<file path="config.mk">
export PLATFORM = sky130hd
export DESIGN_NAME = hill_cipher_2x2_pair_core
export DESIGN_NICKNAME = d
export VERILOG_FILES = /design/src/hdl/hc2_pkg.sv /design/src/hdl/hc2_key_prep.sv /design/src/hdl/hc2_lane.sv /design/src/hdl/hill_cipher_2x2_pair_core.sv
export SDC_FILE = /design/constraint.sdc
export NUM_CORES = 2
export LEC_CHECK = 0
export BUFFER_PORTS_ARGS = -buffer_cell sky130_fd_sc_hd__buf_2
export CAP_MARGIN = 20
export CORE_MARGIN = 3
export CORE_UTILIZATION = 35
export CTS_CLUSTER_DIAMETER = 120
export CTS_CLUSTER_SIZE = 10
export DETAILED_ROUTE_END_ITERATION = 8
export GPL_TIMING_DRIVEN = 0
export PLACE_DENSITY_LB_ADDON = 0.15
export SYNTH_ARGS = -nofsm -noshare
export SYNTH_HDL_FRONTEND = slang
export SYNTH_SLANG_ARGS = --single-unit
</file>
<file path="constraint.sdc">
create_clock -name clk -period 14.08 [get_ports clk]
set_clock_uncertainty 0.05 [all_clocks]
set_input_delay 2.112 -clock clk [delete_from_list [all_inputs] [get_ports clk]]
set_output_delay 2.112 -clock clk [all_outputs]
set_load 0.02 [all_outputs]
</file>
<file path="src/hdl/hc2_pkg.sv">
// Shared types, constants and mod-26 helper functions for the 2x2 Hill cipher core.
// Used by hc2_key_prep, hc2_lane and hill_cipher_2x2_pair_core. No dependencies.
package hc2_pkg;

    // Field widths.
    localparam int LETTER_W    = 7;
    localparam int IDX_W       = 5;
    localparam int KEY_W       = 5;
    localparam int PROD_W      = 2 * IDX_W;
    localparam int CFG_INDEX_W = 3;

    // Pipeline layout: key preparation, two lane stages, then the merge stage.
    localparam int KEY_STAGES  = 6;
    localparam int LANE_STAGES = 2;
    localparam int PIPE_DEPTH  = KEY_STAGES + LANE_STAGES + 1;

    // Character codes and the pad letter index.
    localparam logic [LETTER_W-1:0] BASE_CODE = 7'd97;
    localparam logic [LETTER_W-1:0] LAST_CODE = 7'd122;
    localparam logic [IDX_W-1:0]    PAD_INDEX = 5'd23;
    localparam logic [IDX_W-1:0]    ALPHA     = 5'd26;

    // Mode codes.
    localparam logic MODE_ENCRYPT = 1'b0;
    localparam logic MODE_DECRYPT = 1'b1;

    // Configuration register indexes.
    localparam logic [CFG_INDEX_W-1:0] REG_KEY_TOP_LEFT     = 3'd0;
    localparam logic [CFG_INDEX_W-1:0] REG_KEY_TOP_RIGHT    = 3'd1;
    localparam logic [CFG_INDEX_W-1:0] REG_KEY_BOTTOM_LEFT  = 3'd2;
    localparam logic [CFG_INDEX_W-1:0] REG_KEY_BOTTOM_RIGHT = 3'd3;

    // Key matrix as stored in the configuration registers.
    typedef struct packed {
        logic [KEY_W-1:0] top_left;
        logic [KEY_W-1:0] top_right;
        logic [KEY_W-1:0] bottom_left;
        logic [KEY_W-1:0] bottom_right;
    } hc2_key_t;

    // Matrix that the lanes multiply by, plus the non-invertible flag.
    typedef struct packed {
        logic [IDX_W-1:0] m00;
        logic [IDX_W-1:0] m01;
        logic [IDX_W-1:0] m10;
        logic [IDX_W-1:0] m11;
        logic             bad;
    } hc2_matrix_t;

    // Remainder by 26 for values below 2048. The quotient estimate x*157/4096 is
    // never above the true quotient and at most one below it, so one correction step
    // is enough.
    function automatic logic [IDX_W-1:0] mod26(input logic [10:0] x);
        logic [18:0] prod;
        logic [6:0]  q;
        logic [11:0] r;
        prod = {8'd0, x} * 19'd157;
        q    = prod[18:12];
        r    = {1'b0, x} - ({5'd0, q} * 12'd26);
        if (r >= 12'd26)
        begin
            r = r - 12'd26;
        end
        return r[IDX_W-1:0];
    endfunction

    // Letter index of an ASCII code: (code - 97) mod 26, always in 0..25.
    function automatic logic [IDX_W-1:0] letter_index(input logic [LETTER_W-1:0] code);
        return mod26({4'd0, code} + 11'd7);
    endfunction

    // Reduce a 5-bit key entry into 0..25.
    function automatic logic [IDX_W-1:0] reduce_key(input logic [KEY_W-1:0] v);
        return (v >= ALPHA) ? (v - ALPHA) : v;
    endfunction

    // Additive inverse mod 26 of a value in 0..25.
    function automatic logic [IDX_W-1:0] negate26(input logic [IDX_W-1:0] v);
        return (v == 5'd0) ? 5'd0 : (ALPHA - v);
    endfunction

    // Multiplicative inverse mod 26; zero when none exists.
    function automatic logic [IDX_W-1:0] inverse26(input logic [IDX_W-1:0] v);
        logic [IDX_W-1:0] r;
        unique case (v)
            5'd1:    r = 5'd1;
            5'd3:    r = 5'd9;
            5'd5:    r = 5'd21;
            5'd7:    r = 5'd15;
            5'd9:    r = 5'd3;
            5'd11:   r = 5'd19;
            5'd15:   r = 5'd7;
            5'd17:   r = 5'd23;
            5'd19:   r = 5'd11;
            5'd21:   r = 5'd5;
            5'd23:   r = 5'd17;
            5'd25:   r = 5'd25;
            default: r = 5'd0;
        endcase
        return r;
    endfunction

endpackage

</file>
<file path="src/hdl/hc2_key_prep.sv">
// Key preparation pipeline: reduces the key, forms the determinant and its inverse,
// and delivers the encrypt or decrypt matrix through six register stages. Depends on hc2_pkg.
module hc2_key_prep (
    input  logic                                clk,
    input  logic [hc2_pkg::KEY_STAGES-1:0]      load,
    input  hc2_pkg::hc2_key_t                   key,
    input  logic                                mode,
    output hc2_pkg::hc2_matrix_t                matrix
);
    import hc2_pkg::*;

    // Stage 0: key entries reduced to 0..25.
    logic [IDX_W-1:0] a0_reg, b0_reg, c0_reg, d0_reg;
    logic             mode0_reg;

    // Stage 1: cross products for the determinant.
    logic [PROD_W-1:0] ad1_reg, bc1_reg;
    logic [IDX_W-1:0]  a1_reg, b1_reg, c1_reg, d1_reg;
    logic              mode1_reg;

    // Stage 2: determinant mod 26.
    logic [IDX_W-1:0] det2_reg, det2_next;
    logic [IDX_W-1:0] a2_reg, b2_reg, c2_reg, d2_reg;
    logic             mode2_reg;

    // Stage 3: inverse of the determinant and negated off-diagonal entries.
    logic [IDX_W-1:0] inv3_reg, nb3_reg, nc3_reg;
    logic [IDX_W-1:0] a3_reg, b3_reg, c3_reg, d3_reg;
    logic             mode3_reg, bad3_reg;

    // Stage 4: products of the inverse with the adjugate entries.
    logic [PROD_W-1:0] pd4_reg, pnb4_reg, pnc4_reg, pa4_reg;
    logic [IDX_W-1:0]  a4_reg, b4_reg, c4_reg, d4_reg;
    logic              mode4_reg, bad4_reg;

    // Stage 5: final matrix.
    hc2_matrix_t matrix_reg, matrix_next;

    always_ff @(posedge clk)
    begin
        if (load[0])
        begin
            a0_reg    <= reduce_key(key.top_left);
            b0_reg    <= reduce_key(key.top_right);
            c0_reg    <= reduce_key(key.bottom_left);
            d0_reg    <= reduce_key(key.bottom_right);
            mode0_reg <= mode;
        end
    end

    always_ff @(posedge clk)
    begin
        if (load[1])
        begin
            ad1_reg   <= {5'd0, a0_reg} * {5'd0, d0_reg};
            bc1_reg   <= {5'd0, b0_reg} * {5'd0, c0_reg};
            a1_reg    <= a0_reg;
            b1_reg    <= b0_reg;
            c1_reg    <= c0_reg;
            d1_reg    <= d0_reg;
            mode1_reg <= mode0_reg;
        end
    end

    // The offset of 26*26 keeps a*d - b*c non-negative before the reduction.
    always_comb
    begin
        det2_next = mod26({1'b0, ad1_reg} + 11'd676 - {1'b0, bc1_reg});
    end

    always_ff @(posedge clk)
    begin
        if (load[2])
        begin
            det2_reg  <= det2_next;
            a2_reg    <= a1_reg;
            b2_reg    <= b1_reg;
            c2_reg    <= c1_reg;
            d2_reg    <= d1_reg;
            mode2_reg <= mode1_reg;
        end
    end

    always_ff @(posedge clk)
    begin
        if (load[3])
        begin
            inv3_reg  <= inverse26(det2_reg);
            bad3_reg  <= (mode2_reg == MODE_DECRYPT) && (inverse26(det2_reg) == 5'd0);
            nb3_reg   <= negate26(b2_reg);
            nc3_reg   <= negate26(c2_reg);
            a3_reg    <= a2_reg;
            b3_reg    <= b2_reg;
            c3_reg    <= c2_reg;
            d3_reg    <= d2_reg;
            mode3_reg <= mode2_reg;
        end
    end

    always_ff @(posedge clk)
    begin
        if (load[4])
        begin
            pd4_reg   <= {5'd0, inv3_reg} * {5'd0, d3_reg};
            pnb4_reg  <= {5'd0, inv3_reg} * {5'd0, nb3_reg};
            pnc4_reg  <= {5'd0, inv3_reg} * {5'd0, nc3_reg};
            pa4_reg   <= {5'd0, inv3_reg} * {5'd0, a3_reg};
            a4_reg    <= a3_reg;
            b4_reg    <= b3_reg;
            c4_reg    <= c3_reg;
            d4_reg    <= d3_reg;
            mode4_reg <= mode3_reg;
            bad4_reg  <= bad3_reg;
        end
    end

    // Decrypt uses the reduced inverse-times-adjugate; encrypt uses the reduced key entries directly.
    always_comb
    begin
        if (mode4_reg == MODE_DECRYPT)
        begin
            matrix_next.m00 = mod26({1'b0, pd4_reg});
            matrix_next.m01 = mod26({1'b0, pnb4_reg});
            matrix_next.m10 = mod26({1'b0, pnc4_reg});
            matrix_next.m11 = mod26({1'b0, pa4_reg});
        end
        else
        begin
            matrix_next.m00 = a4_reg;
            matrix_next.m01 = b4_reg;
            matrix_next.m10 = c4_reg;
            matrix_next.m11 = d4_reg;
        end
        matrix_next.bad = bad4_reg;
    end

    always_ff @(posedge clk)
    begin
        if (load[5])
        begin
            matrix_reg <= matrix_next;
        end
    end

    assign matrix = matrix_reg;

endmodule

</file>
<file path="src/hdl/hc2_lane.sv">
// One output lane: a row of the matrix times the letter pair, reduced mod 26 and
// mapped back to ASCII over two stages. Depends on hc2_pkg.
module hc2_lane (
    input  logic                                clk,
    input  logic [hc2_pkg::LANE_STAGES-1:0]     load,
    input  logic [hc2_pkg::IDX_W-1:0]           coef0,
    input  logic [hc2_pkg::IDX_W-1:0]           coef1,
    input  logic [hc2_pkg::IDX_W-1:0]           p0,
    input  logic [hc2_pkg::IDX_W-1:0]           p1,
    output logic [hc2_pkg::LETTER_W-1:0]        letter
);
    import hc2_pkg::*;

    logic [PROD_W-1:0]   prod0_reg, prod1_reg;
    logic [LETTER_W-1:0] letter_reg, letter_next;

    // Stage 0: the two products of the row.
    always_ff @(posedge clk)
    begin
        if (load[0])
        begin
            prod0_reg <= {5'd0, coef0} * {5'd0, p0};
            prod1_reg <= {5'd0, coef1} * {5'd0, p1};
        end
    end

    // Stage 1: sum, reduce and convert to a lower-case letter.
    always_comb
    begin
        letter_next = {2'd0, mod26({1'b0, prod0_reg} + {1'b0, prod1_reg})} + BASE_CODE;
    end

    always_ff @(posedge clk)
    begin
        if (load[1])
        begin
            letter_reg <= letter_next;
        end
    end

    assign letter = letter_reg;

endmodule

</file>
<file path="src/hdl/hill_cipher_2x2_pair_core.sv">
// Nine registers lie between the accepting input edge and out_valid: six
// key-preparation stages, two lane stages and the merge register. Throughput:
// one item per cycle while out_ready is high; each stage has its own valid bit
// and loads when it is empty or its successor is moving, so bubbles are filled
// in a stall. Reset clears all valid bits, loads the identity key; no clearing pass.
module hill_cipher_2x2_pair_core (
    input  logic                                clk,
    input  logic                                rst_n,
    input  logic                                cfg_write,
    input  logic [hc2_pkg::CFG_INDEX_W-1:0]     cfg_index,
    input  logic [hc2_pkg::KEY_W-1:0]           cfg_data,
    input  logic                                in_valid,
    output logic                                in_ready,
    input  logic [hc2_pkg::LETTER_W-1:0]        first_letter,
    input  logic [hc2_pkg::LETTER_W-1:0]        second_letter,
    input  logic                                second_absent,
    input  logic                                mode,
    output logic                                out_valid,
    input  logic                                out_ready,
    output logic [hc2_pkg::LETTER_W-1:0]        out_first,
    output logic [hc2_pkg::LETTER_W-1:0]        out_second,
    output logic                                key_invalid
);
    import hc2_pkg::*;

    localparam int LAST = PIPE_DEPTH - 1;

    hc2_key_t                key_reg;
    logic [PIPE_DEPTH-1:0]   valid_reg;
    logic [PIPE_DEPTH-1:0]   stage_ready;
    logic [PIPE_DEPTH-1:0]   stage_vin;
    logic [PIPE_DEPTH-1:0]   load;
    logic [IDX_W-1:0]        p0_reg [KEY_STAGES];
    logic [IDX_W-1:0]        p1_reg [KEY_STAGES];
    logic [IDX_W-1:0]        p1_next;
    hc2_matrix_t             matrix;
    logic                    bad6_reg, bad7_reg;
    logic [LETTER_W-1:0]     lane0_letter, lane1_letter;
    logic [LETTER_W-1:0]     out_first_reg, out_second_reg;
    logic                    key_invalid_reg;

    // Key registers; writes beyond the last index are dropped.
    always_ff @(posedge clk or negedge rst_n)
    begin
        if (!rst_n)
        begin
            key_reg.top_left     <= 5'd1;
            key_reg.top_right    <= 5'd0;
            key_reg.bottom_left  <= 5'd0;
            key_reg.bottom_right <= 5'd1;
        end
        else if (cfg_write)
        begin
            unique case (cfg_index)
                REG_KEY_TOP_LEFT:     key_reg.top_left     <= cfg_data;
                REG_KEY_TOP_RIGHT:    key_reg.top_right    <= cfg_data;
                REG_KEY_BOTTOM_LEFT:  key_reg.bottom_left  <= cfg_data;
                REG_KEY_BOTTOM_RIGHT: key_reg.bottom_right <= cfg_data;
                default:              key_reg              <= key_reg;
            endcase
        end
    end

    // Ready chain: a stage can take a new item when it is empty or its item moves on.
    always_comb
    begin
        stage_ready[LAST] = !valid_reg[LAST] || out_ready;
        for (int k = LAST - 1; k >= 0; k--)
        begin
            stage_ready[k] = !valid_reg[k] || stage_ready[k+1];
        end
        stage_vin = {valid_reg[LAST-1:0], in_valid};
        load      = stage_ready & stage_vin;
    end

    always_ff @(posedge clk or negedge rst_n)
    begin
        if (!rst_n)
        begin
            valid_reg <= '0;
        end
        else
        begin
            for (int k = 0; k < PIPE_DEPTH; k++)
            begin
                if (stage_ready[k])
                begin
                    valid_reg[k] <= stage_vin[k];
                end
            end
        end
    end

    assign in_ready = stage_ready[0];

    // Letter indices, padded with 'x' for an odd tail, travel beside the key pipeline.
    always_comb
    begin
        p1_next = second_absent ? PAD_INDEX : letter_index(second_letter);
    end

    always_ff @(posedge clk)
    begin
        if (load[0])
        begin
            p0_reg[0] <= letter_index(first_letter);
            p1_reg[0] <= p1_next;
        end
        for (int k = 1; k < KEY_STAGES; k++)
        begin
            if (load[k])
            begin
                p0_reg[k] <= p0_reg[k-1];
                p1_reg[k] <= p1_reg[k-1];
            end
        end
    end

    hc2_key_prep u_key_prep (
        .clk    (clk),
        .load   (load[KEY_STAGES-1:0]),
        .key    (key_reg),
        .mode   (mode),
        .matrix (matrix)
    );

    // One lane per output letter.
    hc2_lane u_lane0 (
        .clk    (clk),
        .load   (load[KEY_STAGES+LANE_STAGES-1:KEY_STAGES]),
        .coef0  (matrix.m00),
        .coef1  (matrix.m01),
        .p0     (p0_reg[KEY_STAGES-1]),
        .p1     (p1_reg[KEY_STAGES-1]),
        .letter (lane0_letter)
    );

    hc2_lane u_lane1 (
        .clk    (clk),
        .load   (load[KEY_STAGES+LANE_STAGES-1:KEY_STAGES]),
        .coef0  (matrix.m10),
        .coef1  (matrix.m11),
        .p0     (p0_reg[KEY_STAGES-1]),
        .p1     (p1_reg[KEY_STAGES-1]),
        .letter (lane1_letter)
    );

    // The invalid flag follows the lanes.
    always_ff @(posedge clk)
    begin
        if (load[KEY_STAGES])
        begin
            bad6_reg <= matrix.bad;
        end
        if (load[KEY_STAGES+1])
        begin
            bad7_reg <= bad6_reg;
        end
    end

    // Merge: a non-invertible key in decrypt replaces both letters with 'a'.
    always_ff @(posedge clk)
    begin
        if (load[LAST])
        begin
            out_first_reg   <= bad7_reg ? BASE_CODE : lane0_letter;
            out_second_reg  <= bad7_reg ? BASE_CODE : lane1_letter;
            key_invalid_reg <= bad7_reg;
        end
    end

    assign out_valid   = valid_reg[LAST];
    assign out_first   = out_first_reg;
    assign out_second  = out_second_reg;
    assign key_invalid = key_invalid_reg;

    // An empty output register means the whole pipeline can take an item.
    a_ready_when_empty : assert property (@(posedge clk) disable iff (!rst_n)
        !out_valid |-> in_ready)
        else $error("input not ready while output stage is empty");

    // A flagged key always shows 'a' in both letters.
    a_invalid_letters : assert property (@(posedge clk) disable iff (!rst_n)
        (out_valid && key_invalid) |-> (out_first == BASE_CODE && out_second == BASE_CODE))
        else $error("invalid key result carries letters other than a");

    // Results are always lower-case letters.
    a_first_range : assert property (@(posedge clk) disable iff (!rst_n)
        out_valid |-> (out_first >= BASE_CODE && out_first <= LAST_CODE))
        else $error("out_first outside a..z");

    a_second_range : assert property (@(posedge clk) disable iff (!rst_n)
        out_valid |-> (out_second >= BASE_CODE && out_second <= LAST_CODE))
        else $error("out_second outside a..z");

endmodule
</file>
==> flow_summary.ini <==
[die]
die_h_um = 344.8
die-width_um = 344.8
rows = 123
pin_count = 46
core_area_mm2 = 0.1133
die_area_mm2 = 0.1189
initial_core_util_pct = 35.47

[setup_path]
r2r_cells = 40
r2r-start = u_key_prep.bc1_reg[1]$_DFFE_PP_
crit_slowest_cell = fa_1
cp.arrival_ps = 11340
crit_path_end_kind = flop
critPathMaxFanout = 7
timing.critical_path.buf_inv = 5
cp_common_cell = ha_1
crit_required_ps = 14510
slowest_delay_ps = 530
critPathKind = reg -> reg
regToRegSetupSlack_ps = 3170
cp_top_family = adder cells
worstSetupStartpointType = flop

[worst_hold_path]
hp-class = reg -> reg
holdPathStages = 0
min-delay-start = u_key_prep.c1_reg[0]$_DFFE_PP_
holdPathEnd = u_key_prep.c2_reg[0]$_DFFE_PP_

[sta]
fin_tns_setup_ps = 0
finalHoldViolCount = 0
slew_viol_final = 0
maxSlewHeadroom_pct = 30.51
setup_ws_ps = 3170
grt_setup_unrepaired = no
tightest_slew_ps = 1035
setup_viol = 0
period_needed_ps = 10910
period_share_pct = 77.49
max_freq_ghz = 0.09166

[job]
maxCapViolCount = 0

[drt]
drc = 0
drt_first_pass_iters = 5
post_drt_wl_per_cell_um = 13.32
viasPerCell = 4.585
wl_um = 73400
drtIter0Drc = 717
num_vias = 25260
postRouteAntennaNets = 0

[finish]
finalNonFillerCells = 5510
final_area_mm2 = 0.04371
nNetsFinal = 5120
regArea_mm2 = 0.01101
nFillCells = 11290
drive_above_1_share_pct = 4.264
antenna-diode-count = 0
multi_input_area_mm2 = 0.02596
syn_to_final_growth_pct = 8.797

[yosys]
yosys-top-cells-area = edfxtp_1 25%, ha_1 25%, fa_1 15%
yosys.area.top_type = edfxtp_1
synth_top_cells_by_count = 831 x inv_1, 810 x ha_1, 339 x edfxtp_1
netlist_area_mm2 = 0.04018
ys.flop_type = edfxtp_1
synth-edff-count = 339
syn_nets = 5019
yosysWarnings = 0
ys_ff_latch = 373
synth_cell_types = 76
yosysMostFrequentCell = inv_1
ys_seq_area_share_pct = 27.40
avgSynthCellArea_um2 = 10.35
synth_async_sr_flop_share_pct = 7.775
synth_top_area_share_pct = 25.34
synth_cells = 3881

[cts]
holdBufCountCts = 0
root_buffer = clkbuf_16
cts_tree = built
cts.clk_slew.worst_paths_ps = 60
cts_buffers = 43
cts_setup_buffers = 0
numClockSinks = 373
cts_resized = 0
h-tree-depth = 2
clk_path_buf_depth = 3
clock_latency_ps = 580

[global_routing]
antenna_found_initial = 0
grt_pass1_vias = 25720
grt_max_degree = 43
grt_pass1_wl_um = 126900
gr-total-overflow = 0
grt_use_total_pct = 12.91

[placement]
post-place-ws_ps = 2996
place_area_mm2 = 0.04247
dp_hpwl_um = 60840
io_buffers = 45
gp_congestion = 0.7564
dp.cells = 5437

[run_status]
status = finished clean
worst max-delay path by stage:
stage | startpoint | endpoint | slack, ps | cells past startpoint
floorplan | second_letter[1] | p1_reg[0][2]$_SDFFCE_PP1P_ | 4230 | 32
global placement | u_key_prep.bc1_reg[1]$_DFFE_PP_ | flop | 3110 | 40
detailed placement | u_lane1.prod1_reg[0]$_DFFE_PP_ | u_lane1.letter[4]$_DFFE_PP_ | 3000 | 45
CTS | u_lane1.prod1_reg[0]$_DFFE_PP_ | u_lane1.letter[4]$_DFFE_PP_ | 2970 | 45
global route | u_lane1.prod1_reg[0]$_DFFE_PP_ | u_lane1.letter[4]$_DFFE_PP_ | 2140 | 45
finish | u_key_prep.bc1_reg[1]$_DFFE_PP_ | flop | 3170 | 40
cell usage in the layout, fill, tap and decap left out, types with 7 or more instances in the layout:
master     count
a211oi_1      14
ha_1         810
clkbuf_1      52
a21o_1       105
nor2_1       126
nand2b_1      21
buf_2         47
o21a_1        27
nor3_1        30
xnor2_1      161
nand2_1      171
o21bai_1      73
nand4_1        7
mux2i_1       11
nor2b_1       37
nand3_1       24
xor2_1        85
edfxtp_1     339
a31oi_1        8
o211ai_1      13
clkbuf_16     43
a21boi_0      16
and3_1        13
and2_1       149
dfrtp_1       27
or2_2         22
o31ai_1       12
or3_1         14
fa_1         299
inv_1        830
o21ai_0       88
a21oi_1      197
mux2_2        22
stage by stage:
stage	util [%]	hold WS (ps)
after floorplan	-	350.3
after global placement	37.33	350.3
after detailed placement	37.50	354.5
after CTS	38.59	367.6
after global routing	38.59	370.9
final	38.59	365.5
cell families after synthesis:
logic type	synth area share, %
flip-flops	27.40
AO/OA/AOI/OAI	9.732
XOR/XNOR	5.403
adder cells (fa/ha/maj)	40.15
AND/OR/NAND/NOR	8.364
buffers and inverters	8.028
multiplexers	0.9280
final cells by class:
| type | instances | share of cell area (%) |
|---|---|---|
| multi-input cells | 2649 | 59.38 |
| flip-flops and latches | 373 | 25.18 |
| clock inverters | 4 | 0.1288 |
| inverters | 831 | 7.136 |
| repair buffers | 56 | 0.9274 |
| well taps | 1500 | 4.293 |
| plain buffers | 28 | 0.2433 |
| clock buffers | 69 | 2.708 |
metal layers:
| layer | up-vias | global-route usage, % | part of all wire, % |
|---|---|---|---|
| li1 | 13170 | - | - |
| met3 | 52 | 1.362 | 1.9 |
| met4 | 0 | 1.965 | 1.1 |
| met2 | 157 | 22.02 | 47 |
| met5 | - | 0 | 0 |
| met1 | 11890 | 18.03 | 50 |
Power is not shown: default switching activity piles up to over one toggle a cycle in this logic, so the estimate is an artifact.
